**src/rtl/ssdmux_pkg.sv**
```systemverilog
package ssdmux_pkg;

    localparam int unsigned NUM_DIGITS = 4;
    localparam int unsigned CFG_IDX_W  = 4;
    localparam int unsigned CFG_DATA_W = 24;

    localparam logic [2:0] FN_INIT    = 3'd0;
    localparam logic [2:0] FN_BLANK   = 3'd1;
    localparam logic [2:0] FN_DECIMAL = 3'd2;
    localparam logic [2:0] FN_HEX     = 3'd3;
    localparam logic [2:0] FN_RAW     = 3'd4;
    localparam logic [2:0] FN_TICK    = 3'd5;

    localparam logic [CFG_IDX_W-1:0] REG_SEG_ACTIVE_HIGH = 4'd0;
    localparam logic [CFG_IDX_W-1:0] REG_DIG_ACTIVE_HIGH = 4'd1;
    localparam logic [CFG_IDX_W-1:0] REG_SEG_PIN_MAP     = 4'd2;
    localparam logic [CFG_IDX_W-1:0] REG_DIG_PIN_MAP     = 4'd3;

    localparam logic [23:0] SEG_PIN_MAP_RST = 24'd342391;
    localparam logic [11:0] DIG_PIN_MAP_RST = 12'd1672;

    localparam logic [15:0] MAX_DECIMAL = 16'd9999;

    typedef enum logic [2:0] {
        OP_NOP   = 3'd0,
        OP_INIT  = 3'd1,
        OP_BLANK = 3'd2,
        OP_WRITE = 3'd3,
        OP_TICK  = 3'd4
    } op_t;

    typedef struct packed {
        op_t                         op;
        logic [NUM_DIGITS-1:0]       wr_mask;
        logic [NUM_DIGITS-1:0][7:0]  pat;
    } cmd_t;

    typedef struct packed {
        logic        seg_ah;
        logic        dig_ah;
        logic [23:0] seg_map;
        logic [11:0] dig_map;
    } cfg_t;

    typedef struct packed {
        logic [7:0] segment_lines;
        logic [7:0] digit_lines;
        logic [7:0] digit_pin_mask;
        logic [1:0] next_digit;
    } res_t;

    function automatic logic [7:0] glyph(input logic [3:0] nib);
        logic [7:0] g;
        case (nib)
            4'h0:    g = 8'hFC;
            4'h1:    g = 8'h60;
            4'h2:    g = 8'hDA;
            4'h3:    g = 8'hF2;
            4'h4:    g = 8'h66;
            4'h5:    g = 8'hB6;
            4'h6:    g = 8'hBE;
            4'h7:    g = 8'hE0;
            4'h8:    g = 8'hFE;
            4'h9:    g = 8'hF6;
            4'hA:    g = 8'hEE;
            4'hB:    g = 8'h3E;
            4'hC:    g = 8'h9C;
            4'hD:    g = 8'h7A;
            4'hE:    g = 8'h9E;
            default: g = 8'h8E;
        endcase
        return g;
    endfunction

endpackage

```
**src/rtl/ssdmux_front.sv**
```systemverilog
module ssdmux_front
    import ssdmux_pkg::*;
(
    input  logic       clk,
    input  logic       rst_n,
    input  logic       push,
    output logic       full,
    input  logic [2:0] func,
    input  logic [15:0] value,
    input  logic [2:0] dp_position,
    input  logic [2:0] digit_position,
    input  logic [7:0] logical_pattern,
    output logic       cmd_valid,
    output cmd_t       cmd,
    input  logic       cmd_pop
);

    localparam logic [15:0] RECIP_10   = 16'd52429;
    localparam logic [12:0] RECIP_100  = 13'd5243;
    localparam logic [14:0] RECIP_1000 = 15'd16778;

    logic [13:0] dec_val;
    logic [29:0] prod_10;
    logic [26:0] prod_100;
    logic [28:0] prod_1000;
    logic [9:0]  quo_10;
    logic [6:0]  quo_100;
    logic [3:0]  quo_1000;
    logic [3:0]  dec_digit [NUM_DIGITS];
    logic        push_ok;
    cmd_t        cmd_new;

    cmd_t        q_reg [2];
    logic        wr_ptr_reg, wr_ptr_next;
    logic        rd_ptr_reg, rd_ptr_next;
    logic [1:0]  cnt_reg, cnt_next;

    // decimal split by reciprocal multiplication
    always_comb
    begin
        dec_val   = (value > MAX_DECIMAL) ? MAX_DECIMAL[13:0] : value[13:0];
        prod_10   = 30'(dec_val) * 30'(RECIP_10);
        prod_100  = 27'(dec_val) * 27'(RECIP_100);
        prod_1000 = 29'(dec_val) * 29'(RECIP_1000);
        quo_10    = prod_10[28:19];
        quo_100   = prod_100[25:19];
        quo_1000  = prod_1000[27:24];
        dec_digit[0] = 4'(dec_val - 14'(quo_10) * 14'd10);
        dec_digit[1] = 4'(quo_10 - 10'(quo_100) * 10'd10);
        dec_digit[2] = 4'(quo_100 - 7'(quo_1000) * 7'd10);
        dec_digit[3] = quo_1000;
    end

    always_comb
    begin
        cmd_new.op      = OP_NOP;
        cmd_new.wr_mask = '0;
        cmd_new.pat     = '0;
        case (func)
            FN_INIT:
            begin
                cmd_new.op = OP_INIT;
            end
            FN_BLANK:
            begin
                cmd_new.op = OP_BLANK;
            end
            FN_DECIMAL:
            begin
                cmd_new.op      = OP_WRITE;
                cmd_new.wr_mask = '1;
                for (int i = 0; i < NUM_DIGITS; i++)
                begin
                    cmd_new.pat[i] = glyph(dec_digit[i])
                                   | {7'b0, dp_position == 3'(i)};
                end
            end
            FN_HEX:
            begin
                cmd_new.op      = OP_WRITE;
                cmd_new.wr_mask = '1;
                for (int i = 0; i < NUM_DIGITS; i++)
                begin
                    cmd_new.pat[i] = glyph(value[4*i +: 4]);
                end
            end
            FN_RAW:
            begin
                if (!digit_position[2])
                begin
                    cmd_new.op      = OP_WRITE;
                    cmd_new.wr_mask = 4'b0001 << digit_position[1:0];
                    for (int i = 0; i < NUM_DIGITS; i++)
                    begin
                        cmd_new.pat[i] = logical_pattern;
                    end
                end
            end
            FN_TICK:
            begin
                cmd_new.op = OP_TICK;
            end
            default:
            begin
                cmd_new.op = OP_NOP;
            end
        endcase
    end

    // two-word command queue
    assign full      = (cnt_reg == 2'd2);
    assign push_ok   = push && !full;
    assign cmd_valid = (cnt_reg != 2'd0);
    assign cmd       = q_reg[rd_ptr_reg];

    always_comb
    begin
        wr_ptr_next = push_ok ? !wr_ptr_reg : wr_ptr_reg;
        rd_ptr_next = cmd_pop ? !rd_ptr_reg : rd_ptr_reg;
        cnt_next    = cnt_reg + 2'(push_ok) - 2'(cmd_pop);
    end

    always_ff @(posedge clk or negedge rst_n)
    begin
        if (!rst_n)
        begin
            wr_ptr_reg <= 1'b0;
            rd_ptr_reg <= 1'b0;
            cnt_reg    <= 2'd0;
        end
        else
        begin
            wr_ptr_reg <= wr_ptr_next;
            rd_ptr_reg <= rd_ptr_next;
            cnt_reg    <= cnt_next;
        end
    end

    always_ff @(posedge clk)
    begin
        if (push_ok)
        begin
            q_reg[wr_ptr_reg] <= cmd_new;
        end
    end

    a_cnt_bound: assert property (@(posedge clk) disable iff (!rst_n)
        cnt_reg != 2'd3)
        else $error("command queue count out of range");

    a_cnt_grow: assert property (@(posedge clk) disable iff (!rst_n)
        (push_ok && !cmd_pop) |=> cnt_reg == $past(cnt_reg) + 2'd1)
        else $error("command queue lost a word");

endmodule

```
**src/rtl/ssdmux_back.sv**
```systemverilog
module ssdmux_back
    import ssdmux_pkg::*;
(
    input  logic clk,
    input  logic rst_n,
    input  cfg_t cfg,
    input  logic cmd_valid,
    input  cmd_t cmd,
    output logic cmd_pop,
    output logic empty,
    input  logic pop,
    output res_t res
);

    logic [7:0] pat_reg [NUM_DIGITS];
    logic [7:0] pat_next [NUM_DIGITS];
    logic [1:0] scan_index_reg, scan_index_next;
    logic [7:0] seg_hold_reg, seg_hold_next;
    logic [7:0] dig_hold_reg, dig_hold_next;

    res_t       rq_reg [2];
    logic       rq_wr_ptr_reg, rq_wr_ptr_next;
    logic       rq_rd_ptr_reg, rq_rd_ptr_next;
    logic [1:0] rq_cnt_reg, rq_cnt_next;
    logic       rq_full;
    logic       rq_pop;

    logic       exec;
    logic [7:0] blank;
    logic [7:0] dig_bit [NUM_DIGITS];
    logic [7:0] dig_mask;
    logic [7:0] off_hold;
    logic [7:0] cur_bit;
    res_t       res_new;

    function automatic logic [7:0] to_phys(input logic [7:0] lg, input cfg_t c);
        logic [7:0] lit;
        lit = '0;
        for (int s = 0; s < 8; s++)
        begin
            if (lg[7-s])
            begin
                lit = lit | (8'b1 << c.seg_map[3*s +: 3]);
            end
        end
        return c.seg_ah ? lit : ~lit;
    endfunction

    assign rq_full = (rq_cnt_reg == 2'd2);
    assign exec    = cmd_valid && !rq_full;
    assign cmd_pop = exec;
    assign blank   = cfg.seg_ah ? 8'h00 : 8'hFF;

    always_comb
    begin
        dig_mask = '0;
        for (int i = 0; i < NUM_DIGITS; i++)
        begin
            dig_bit[i] = 8'b1 << cfg.dig_map[3*i +: 3];
            dig_mask   = dig_mask | dig_bit[i];
        end
        off_hold = cfg.dig_ah ? (dig_hold_reg & ~dig_mask) : (dig_hold_reg | dig_mask);
        cur_bit  = dig_bit[scan_index_reg];
    end

    always_comb
    begin
        pat_next        = pat_reg;
        scan_index_next = scan_index_reg;
        seg_hold_next   = seg_hold_reg;
        dig_hold_next   = dig_hold_reg;
        if (exec)
        begin
            case (cmd.op)
                OP_INIT:
                begin
                    seg_hold_next = blank;
                    dig_hold_next = off_hold;
                    for (int i = 0; i < NUM_DIGITS; i++)
                    begin
                        pat_next[i] = blank;
                    end
                end
                OP_BLANK:
                begin
                    for (int i = 0; i < NUM_DIGITS; i++)
                    begin
                        pat_next[i] = blank;
                    end
                end
                OP_WRITE:
                begin
                    for (int i = 0; i < NUM_DIGITS; i++)
                    begin
                        if (cmd.wr_mask[i])
                        begin
                            pat_next[i] = to_phys(cmd.pat[i], cfg);
                        end
                    end
                end
                OP_TICK:
                begin
                    seg_hold_next   = pat_reg[scan_index_reg];
                    dig_hold_next   = cfg.dig_ah ? (off_hold | cur_bit)
                                                 : (off_hold & ~cur_bit);
                    scan_index_next = scan_index_reg + 2'd1;
                end
                default:
                begin
                    seg_hold_next = seg_hold_reg;
                end
            endcase
        end
        res_new.segment_lines  = seg_hold_next;
        res_new.digit_lines    = dig_hold_next & dig_mask;
        res_new.digit_pin_mask = dig_mask;
        res_new.next_digit     = scan_index_next;
    end

    always_ff @(posedge clk or negedge rst_n)
    begin
        if (!rst_n)
        begin
            for (int i = 0; i < NUM_DIGITS; i++)
            begin
                pat_reg[i] <= '0;
            end
            scan_index_reg <= '0;
            seg_hold_reg   <= '0;
            dig_hold_reg   <= '0;
        end
        else
        begin
            pat_reg        <= pat_next;
            scan_index_reg <= scan_index_next;
            seg_hold_reg   <= seg_hold_next;
            dig_hold_reg   <= dig_hold_next;
        end
    end

    // two-word result queue
    assign empty  = (rq_cnt_reg == 2'd0);
    assign rq_pop = pop && !empty;
    assign res    = rq_reg[rq_rd_ptr_reg];

    always_comb
    begin
        rq_wr_ptr_next = exec ? !rq_wr_ptr_reg : rq_wr_ptr_reg;
        rq_rd_ptr_next = rq_pop ? !rq_rd_ptr_reg : rq_rd_ptr_reg;
        rq_cnt_next    = rq_cnt_reg + 2'(exec) - 2'(rq_pop);
    end

    always_ff @(posedge clk or negedge rst_n)
    begin
        if (!rst_n)
        begin
            rq_wr_ptr_reg <= 1'b0;
            rq_rd_ptr_reg <= 1'b0;
            rq_cnt_reg    <= 2'd0;
        end
        else
        begin
            rq_wr_ptr_reg <= rq_wr_ptr_next;
            rq_rd_ptr_reg <= rq_rd_ptr_next;
            rq_cnt_reg    <= rq_cnt_next;
        end
    end

    always_ff @(posedge clk)
    begin
        if (exec)
        begin
            rq_reg[rq_wr_ptr_reg] <= res_new;
        end
    end

    a_tick_adv: assert property (@(posedge clk) disable iff (!rst_n)
        (exec && cmd.op == OP_TICK) |=> scan_index_reg == $past(scan_index_reg) + 2'd1)
        else $error("scan index did not advance on tick");

    a_idle_hold: assert property (@(posedge clk) disable iff (!rst_n)
        !exec |=> (seg_hold_reg == $past(seg_hold_reg)
                   && dig_hold_reg == $past(dig_hold_reg)))
        else $error("port levels changed without a command");

    a_rq_bound: assert property (@(posedge clk) disable iff (!rst_n)
        rq_cnt_reg != 2'd3)
        else $error("result queue count out of range");

endmodule

```
**src/rtl/seven_segment_four_digit_mux.sv**
```systemverilog
// Four-digit multiplexed seven-segment driver. Commands enter through a queue
// interface (push/full) and each one yields exactly one result word
// (empty/pop) holding the segment port, the masked digit port, the set of
// driven digit pins and the digit the next tick enables. One command is taken
// per clock while full is low. A command's result word reaches the result
// ports after passing through the two-word command queue in front of the
// executing stage and the two-word result queue behind it. The executing
// stage stalls while the result queue is full. Once the command queue also
// holds two words, full rises. Digit patterns are stored in pin form and are
// converted when they are written, so segment polarity or segment pin-map
// changes only affect later writes. Configuration writes are always ready and
// take effect the next cycle; write them only while no command is in flight.
module seven_segment_four_digit_mux
    import ssdmux_pkg::*;
(
    input  logic                  clk,
    input  logic                  rst_n,
    input  logic                  push,
    output logic                  full,
    input  logic [2:0]            func,
    input  logic [15:0]           value,
    input  logic [2:0]            dp_position,
    input  logic [2:0]            digit_position,
    input  logic [7:0]            logical_pattern,
    output logic                  empty,
    input  logic                  pop,
    output logic [7:0]            segment_lines,
    output logic [7:0]            digit_lines,
    output logic [7:0]            digit_pin_mask,
    output logic [1:0]            next_digit,
    input  logic                  cfg_valid,
    output logic                  cfg_ready,
    input  logic [CFG_IDX_W-1:0]  cfg_index,
    input  logic [CFG_DATA_W-1:0] cfg_data
);

    cfg_t cfg_reg, cfg_next;
    logic cmd_valid;
    logic cmd_pop;
    cmd_t cmd;
    res_t res;

    assign cfg_ready = 1'b1;

    always_comb
    begin
        cfg_next = cfg_reg;
        if (cfg_valid)
        begin
            case (cfg_index)
                REG_SEG_ACTIVE_HIGH: cfg_next.seg_ah  = cfg_data[0];
                REG_DIG_ACTIVE_HIGH: cfg_next.dig_ah  = cfg_data[0];
                REG_SEG_PIN_MAP:     cfg_next.seg_map = cfg_data[23:0];
                REG_DIG_PIN_MAP:     cfg_next.dig_map = cfg_data[11:0];
                default:             cfg_next = cfg_reg;
            endcase
        end
    end

    always_ff @(posedge clk or negedge rst_n)
    begin
        if (!rst_n)
        begin
            cfg_reg.seg_ah  <= 1'b1;
            cfg_reg.dig_ah  <= 1'b1;
            cfg_reg.seg_map <= SEG_PIN_MAP_RST;
            cfg_reg.dig_map <= DIG_PIN_MAP_RST;
        end
        else
        begin
            cfg_reg <= cfg_next;
        end
    end

    ssdmux_front u_front (
        .clk             (clk),
        .rst_n           (rst_n),
        .push            (push),
        .full            (full),
        .func            (func),
        .value           (value),
        .dp_position     (dp_position),
        .digit_position  (digit_position),
        .logical_pattern (logical_pattern),
        .cmd_valid       (cmd_valid),
        .cmd             (cmd),
        .cmd_pop         (cmd_pop)
    );

    ssdmux_back u_back (
        .clk       (clk),
        .rst_n     (rst_n),
        .cfg       (cfg_reg),
        .cmd_valid (cmd_valid),
        .cmd       (cmd),
        .cmd_pop   (cmd_pop),
        .empty     (empty),
        .pop       (pop),
        .res       (res)
    );

    assign segment_lines  = res.segment_lines;
    assign digit_lines    = res.digit_lines;
    assign digit_pin_mask = res.digit_pin_mask;
    assign next_digit     = res.next_digit;

endmodule
```
**config.mk**
```make
export PLATFORM = sky130hd
export DESIGN_NAME = seven_segment_four_digit_mux
export DESIGN_NICKNAME = d
export VERILOG_FILES = /design/src/rtl/ssdmux_pkg.sv /design/src/rtl/ssdmux_front.sv /design/src/rtl/ssdmux_back.sv /design/src/rtl/seven_segment_four_digit_mux.sv
export SDC_FILE = /design/constraint.sdc
export NUM_CORES = 1
export LEC_CHECK = 0
export ABC_CLOCK_PERIOD_IN_PS = 3600
export BUFFER_PORTS_ARGS = -buffer_cell sky130_fd_sc_hd__buf_2
export CAP_MARGIN = 20
export CORE_MARGIN = 2
export CORE_UTILIZATION = 42
export DETAILED_ROUTE_END_ITERATION = 10
export HOLD_SLACK_MARGIN = 0.15
export MAX_ROUTING_LAYER = met4
export SYNTH_ARGS = -nofsm -noshare
export SYNTH_HDL_FRONTEND = slang
export SYNTH_SLANG_ARGS = --single-unit
```
**constraint.sdc**
```tcl
create_clock -name clk -period 3.6 [get_ports clk]
set_input_delay 0.72 -clock clk [delete_from_list [all_inputs] [get_ports clk]]
set_output_delay 0.72 -clock clk [all_outputs]
set_load 0.1 [all_outputs]
```
==> results.txt, run 1 <==
Die Ht -> 234 um
Dpl hpwl -> 55500 um
Die area -> 54600 um2
Fmax -> 0.121 GHz
Overall routing resource usage -> 27.0%
Max reg flops -> 78
Failing checks -> negative setup slack
CTS Hold Bufs -> 0
Post-route minimum period -> 8.28 ns
Clk slew on worst S/H paths -> 0.06 ns
Clock Skews -> 0.0328 ns
Relative max-transition margin -> 47.1%
CTS Buf Count -> 26
Top cell type's share of synthesized area -> 17.6%
Critical Setup Path Class -> in2reg
CP arrival -> 8.56 ns
DRT iter0 DRCs -> 1424
Final Hold Fails -> 0
WL/cell -> 21.3 um
Mapped cell area -> 22200 um2
Worst path slowest cell -> fa_1
Min-Delay Path Class -> in2async
DR vias/cell -> 5.60
Ant diodes -> 0
MaxCap Viol Count -> 0
Post-synth ARST share -> 42.5%
Largest cells by area after synthesis -> edfxtp_1 (18%), ha_1 (15%), fa_1 (11%)
# DRC -> 0
Worst-margin pin slew -> 0.792 ns
Die Wd -> 234 um
CORE AREA -> 52300 um2
Fraction of layout cells with a size suffix above 1 -> 33.0%
Fin crit share -> 230%
IO Count -> 95
Cell depth of the worst flop-to-flop path -> 7
Nets@finish -> 3098
CP Data Required Time -> 3.88 ns
Setup violations, final -> 56
Sequential-to-total area share from yosys stat -> 28.6%
Clk Latency, worst-skew pair -> 0.55 ns
Crit path top cell by count -> ha_4
GPL Wtd Cong -> 0.964
R2R Setup Slk -> 0.88 ns
Yosys cell types -> 94
Maximum root-to-sink buffer count -> 3
Buffers added on ports -> 93
Reg2Reg Launch Point -> u_front.rd_ptr_reg$_DFFE_PN0P_
EDFF count, synth -> 130
PnR worst setup slack -> -4.68 ns
Drt first pass iters -> 6
R2R Path End -> u_back.rq_reg[1][15]$_DFFE_PP_
Post-Syn Instances -> 2241
Most area-hungry cell type in the Yosys netlist -> edfxtp_1
CTS Sinks -> 226
RSZ-0062 raised after global routing -> yes
Row count -> 84
Vias in the first global route -> 18.9k
Pin count of the biggest net entering global routing -> 97
Syn Nets -> 2692
Initial Utilization -> 42.3%
Critical Path End Type -> register
Total grt overflow -> 0
Final WL -> 71500 um
Avg Cell Area, Syn -> 9.89 um2
TNS Setup -> -242.74 ns
Initial antenna violation count -> 0
Critical Path Max Stage Delay -> 0.53 ns
Root Driver -> clkbuf_16
Crit Path Max Fanout -> 5
First-pass GRT wire length -> 110000 um
Crit path launch type -> input pin
TritonCTS clock tree -> done
CP bufs+invs -> 12
Vias post-DR -> 18.8k
Ys Warns -> 0
Top Family by Delay on Critical Path -> adder cells
Run status -> finished, violations left
Area growth from synthesis to layout -> 29.2%
Synth Register Bits -> 226
H-tree Lvls -> 1
Pins Over Slew Limit -> 0
Main synth FF type -> edfxtp_1
Final ANT Viol Nets -> 0
-- worst max path at each step --
stage	start	endpoint	slack (ns)	cells after the start
floorplan	value[12]	u_front.q_reg[0][10]$_DFFE_PP_	-5.13	37
global placement	value[12]	u_front.q_reg[0][10]$_DFFE_PP_	-5.38	37
detailed placement	value[12]	u_front.q_reg[1][14]$_DFFE_PP_	-5.54	34
CTS	value[12]	u_front.q_reg[0][19]$_DFFE_PP_	-4.65	36
global route	value[12]	u_front.q_reg[1][10]$_DFFE_PP_	-4.94	38
finish	value[12]	u_front.q_reg[1][10]$_DFFE_PP_	-4.68	38
-- worst reg2reg max path, stage by stage, from the launching register on --
cell and delay (ns):
dfrtp_2 0.47, or3_1 0.39, a21oi_1 0.32, inv_1 0.21, a21o_1 0.45, o21ai_0 0.26
o21ai_0 0.13, and2_1 0.21
-- layout by cell type, fill, tap and decap left out, types with 14 or more instances in the layout --
| master | Yosys | final |
|---|---|---|
| ha_1 | 265 | 204 |
| a21oi_1 | 85 | 79 |
| nand2b_1 | 21 | 19 |
| dfstp_2 | 18 | 18 |
| nor3_1 | 26 | 22 |
| nor2_1 | 96 | 84 |
| mux2i_1 | 41 | 39 |
| inv_2 | 2 | 20 |
| a21o_1 | 16 | 16 |
| mux4_2 | 19 | 19 |
| xor2_1 | 40 | 38 |
| o21ai_1 | 15 | 17 |
| clkbuf_16 | 0 | 27 |
| a22oi_1 | 26 | 26 |
| nand2_1 | 172 | 160 |
| ha_4 | 0 | 49 |
| nand3_1 | 31 | 25 |
| mux2_2 | 96 | 96 |
| buf_6 | 2 | 24 |
| buf_4 | 2 | 339 |
| a31oi_1 | 33 | 32 |
| a221oi_1 | 38 | 37 |
| inv_1 | 301 | 274 |
| o21ai_0 | 116 | 110 |
| nor3b_1 | 38 | 36 |
| dfrtp_1 | 78 | 77 |
| buf_2 | 6 | 90 |
| and2_1 | 16 | 14 |
| edfxtp_1 | 130 | 130 |
| xnor2_1 | 47 | 38 |
| nand3b_1 | 23 | 23 |
| o22ai_1 | 29 | 28 |
| fa_1 | 120 | 111 |
-- cells in the mapped netlist, types with 26 or more instances --
cell type / instances
fa_1: 120
mux2i_1: 41
nand3_1: 31
a21oi_1: 85
o22ai_1: 29
inv_1: 301
xor2_1: 40
dfrtp_1: 78
nor2_1: 96
a22oi_1: 26
nand2_1: 172
nor3b_1: 38
a221oi_1: 38
o21ai_0: 116
a31oi_1: 33
ha_1: 265
nor3_1: 26
clkbuf_1: 73
xnor2_1: 47
edfxtp_1: 130
mux2_2: 96
-- cell type report --
cell class	count	area, um2
Timing Repair Buffer	470	3580
Tap cell	688	861
Inverter	304	1190
Multi-Input combinational cell	1619	15800
Clock buffer	34	742
Fill cell	4654	23700
Clock inverter	14	163
Sequential cell	226	6330
-- cell families after synthesis --
logic type	count (synthesis)	synth area share [%]
fa+ha+maj	385	25.8
buf+inv	398	6.89
flops	226	28.6
compound gates	469	14.0
mux	157	8.76
other cells	1	0.0169
xor+xnor	92	3.92
simple gates	513	12.0
-- metrics by stage --
| stage | setup slack (ns) | instances | utilization, % | hold WS, ns | instance area (um2) |
|---|---|---|---|---|---|
| after floorplan | -5.13 | 2241 | - | 0.424 | 22800 |
| final | -4.68 | 3355 | 54.7 | 0.203 | 28600 |
| after detailed placement | -5.54 | 3249 | 50.1 | 0.469 | 26200 |
| after CTS | -4.65 | 3347 | 53.8 | 0.234 | 28200 |
| after global placement | -5.38 | 3249 | 50.1 | 0.457 | 26200 |
| after global routing | -4.94 | 3355 | 54.7 | 0.248 | 28600 |
-- per-layer routing --
layer	vias to the layer above	global-route usage [%]	part of all wire, %
met5	-	-	0
met4	0	6.86	2.7
met3	153	3.86	6.0
met2	620	42.5	46
met1	9215	36.8	45
li1	8789	-	-
-- timing repair --
item,in CTS,in global routing
setup buffers,50,23
pin swaps,92,53
gates resized for setup,130,84
setup endpoints to repair,56,56
gates cloned,2,0
hold endpoints to repair,0,0
Power of run 1 is not shown: default switching activity piles up to over one toggle a cycle in this logic, so the estimate is an artifact.
==> inputs of run 2 (changes only) <==
--- a/config.mk
+++ b/config.mk
@@ -11,6 +11,7 @@
 export CORE_MARGIN = 2
 export CORE_UTILIZATION = 42
 export DETAILED_ROUTE_END_ITERATION = 10
+export GPL_TIMING_DRIVEN = 0
 export HOLD_SLACK_MARGIN = 0.15
 export MAX_ROUTING_LAYER = met4
 export SYNTH_ARGS = -nofsm -noshare
==> run 2 against run 1 <==
Cell count fell by 5.1%. First-iteration DRC count increased by 24%. Via count decreased by 2.1%. Hold slack improved by 0.18 ns. The flow still finishes with violations (negative setup slack).
==> results.txt, run 2 (same netlist as run 1, synthesis figures left out) <==
Clk slew on worst S/H paths -> 0.06 ns (about the same)
Critical Setup Path Class -> in2reg (unchanged)
Final WL -> 74200 um (was 71500 um)
PnR worst setup slack -> -5.10 ns (was -4.68 ns)
Critical Path End Type -> register (unchanged)
H-tree Lvls -> 1 (unchanged)
Setup violations, final -> 56 (unchanged)
DR vias/cell -> 5.77 (was 5.60)
R2R Path End -> u_back.pat_reg[10]$_DFFE_PN0P_ (was u_back.rq_reg[1][15]$_DFFE_PP_)
RSZ-0062 raised after global routing -> yes (unchanged)
Final ANT Viol Nets -> 0 (unchanged)
TritonCTS clock tree -> done (unchanged)
Most frequent cells in the layout -> inv_1 (265), ha_1 (203), nand2_1 (157) (was buf_4 (339), inv_1 (274), ha_1 (204))
Top Family by Delay on Critical Path -> adder cells (unchanged)
Pin count of the biggest net entering global routing -> 62 (was 97)
Commonest non-fill, non-tap cell in the layout -> inv_1 (was buf_4)
Initial antenna violation count -> 0 (unchanged)
Fmax -> 0.115 GHz (was 0.121 GHz)
Pins Over Slew Limit -> 0 (unchanged)
GPL Wtd Cong -> 0.983 (was 0.964)
# DRC -> 0 (unchanged)
Crit Path Max Fanout -> 7 (was 5)
Vias post-DR -> 18.4k (was 18.8k)
Die Wd -> 234 um (unchanged)
Root Driver -> clkbuf_16 (unchanged)
Overall routing resource usage -> 28.0% (was 27.0%)
CP bufs+invs -> 10 (was 12)
Run status -> finished, violations left (unchanged)
Worst path slowest cell -> or4_4 (was fa_1)
Fraction of layout cells with a size suffix above 1 -> 26.1% (was 33.0%)
Die area -> 54600 um2 (unchanged)
DRT iter0 DRCs -> 1761 (was 1424)
Post-route minimum period -> 8.70 ns (was 8.28 ns)
CTS Sinks -> 226 (unchanged)
Hold path startpoint -> cfg_data[22]
Clk Latency, worst-skew pair -> 0.57 ns (was 0.55 ns)
Fin crit share -> 242% (was 230%)
Cell depth of the worst flop-to-flop path -> 9 (was 7)
CTS Buf Count -> 25 (was 26)
Reg2Reg Launch Point -> u_front.rd_ptr_reg$_DFFE_PN0P_ (unchanged)
TNS Setup -> -250.37 ns (was -242.74 ns)
Vias in the first global route -> 18.4k (was 18.9k)
Row count -> 84 (unchanged)
Crit path top cell by count -> fa_1 (was ha_4)
Maximum root-to-sink buffer count -> 3 (unchanged)
CORE AREA -> 52300 um2 (unchanged)
CP arrival -> 8.99 ns (was 8.56 ns)
CP Data Required Time -> 3.89 ns (was 3.88 ns)
Drt first pass iters -> 7 (was 6)
Buffers added on ports -> 90 (was 93)
MaxCap Viol Count -> 0 (unchanged)
Failing checks -> negative setup slack (unchanged)
Relative max-transition margin -> 18.0% (was 47.1%)
First-pass GRT wire length -> 112000 um (was 110000 um)
Crit path launch type -> input pin (unchanged)
Die Ht -> 234 um (unchanged)
Min-Delay Path Class -> in2reg (was in2async)
Final Hold Fails -> 0 (unchanged)
Critical Path Max Stage Delay -> 0.53 ns (about the same)
Area growth from synthesis to layout -> 22.5% (was 29.2%)
Worst-margin pin slew -> 1.20 ns (was 0.792 ns)
WL/cell -> 23.3 um (was 21.3 um)
Initial Utilization -> 42.3% (unchanged)
Nets@finish -> 2926 (was 3098)
IO Count -> 95 (unchanged)
R2R Setup Slk -> 0.07 ns (was 0.88 ns)
Fill cells -> 4730 (was 4654)
Total grt overflow -> 0 (unchanged)
Max reg flops -> 78 (unchanged)
Hold Crit Depth -> 2
Hold Path End -> cfg_reg[34]$_DFFE_PN0P_
Dpl hpwl -> 56100 um (was 55500 um)
Clock Skews -> 0.0171 ns (was 0.0328 ns)
## run 2: final cells by class
| class | instances | area [um2] | share of cell area, % |
|---|---|---|---|
| multi-input cells | 1617 | 15900 | 58.6 |
| repair buffers | 211 | 1600 | 5.88 |
| plain buffers | 90 | 449 | 1.65 |
| diodes | 1 | 2.50 | 0.00922 |
| well taps | 688 | 861 | 3.17 |
| inverters | 304 | 1220 | 4.50 |
| clock buffers | 31 | 658 | 2.42 |
| flip-flops and latches | 226 | 6330 | 23.3 |
| clock inverters | 15 | 125 | 0.461 |
## run 2: how the worst max path moves through the flow
stage                     cells past startpoint                        endpoint       from  slack, ns
after global routing                         36  u_front.q_reg[0][10]$_DFFE_PP_  value[12]      -5.33
after detailed placement                     35  u_front.q_reg[0][19]$_DFFE_PP_  value[12]      -6.99
after CTS                                    39  u_front.q_reg[0][10]$_DFFE_PP_  value[12]      -5.02
after floorplan                              37  u_front.q_reg[0][10]$_DFFE_PP_  value[12]      -5.13
final                                        39  u_front.q_reg[0][10]$_DFFE_PP_  value[12]      -5.10
after global placement                       35  u_front.q_reg[0][19]$_DFFE_PP_  value[12]      -6.99
## run 2: stage by stage
step | area [um2] | instances | hold slack (ns) | setup WS (ns) | utilization, %
floorplan | 22800 | 2241 | 0.424 | -5.13 | -
global placement | 24100 | 3019 | 0.459 | -6.99 | 46.1
detailed placement | 24300 | 3031 | 0.470 | -6.99 | 46.5
CTS | 26500 | 3154 | 0.362 | -5.02 | 50.5
global route | 27200 | 3182 | 0.371 | -5.33 | 51.9
finish | 27200 | 3183 | 0.381 | -5.10 | 51.9
## run 2: per-layer routing
layer	vias to the layer above	global-route usage, %	routed length (um)
li1	8447	-	-
met1	9054	38.8	33500
met2	731	43.1	33500
met3	144	3.52	4890
met4	0	7.59	2230
met5	-	-	0
## run 2: worst register-to-register path, cell delays in order (launching register included)
cell,delay [ns]
dfrtp_2,0.61
clkbuf_2,0.42
clkdlybuf4s18_2,0.55
nand3_1,0.12
o21ai_0,0.12
nand2_2,0.31
clkbuf_1,0.43
a31oi_1,0.56
xor2_1,0.18
o21ai_0,0.09
## run 2: what timing repair did
item / 4_1_cts / 5_1_grt
gates resized for setup: 149 / 94
hold buffers: 1 / 0
hold endpoints to repair: 28 / 0
cloned: 2 / 0
endpoints found under the setup margin: 88 / 62
pin swaps: 86 / 66
buffers inserted: 79 / 31
Power of run 2 is left out for the same reason.
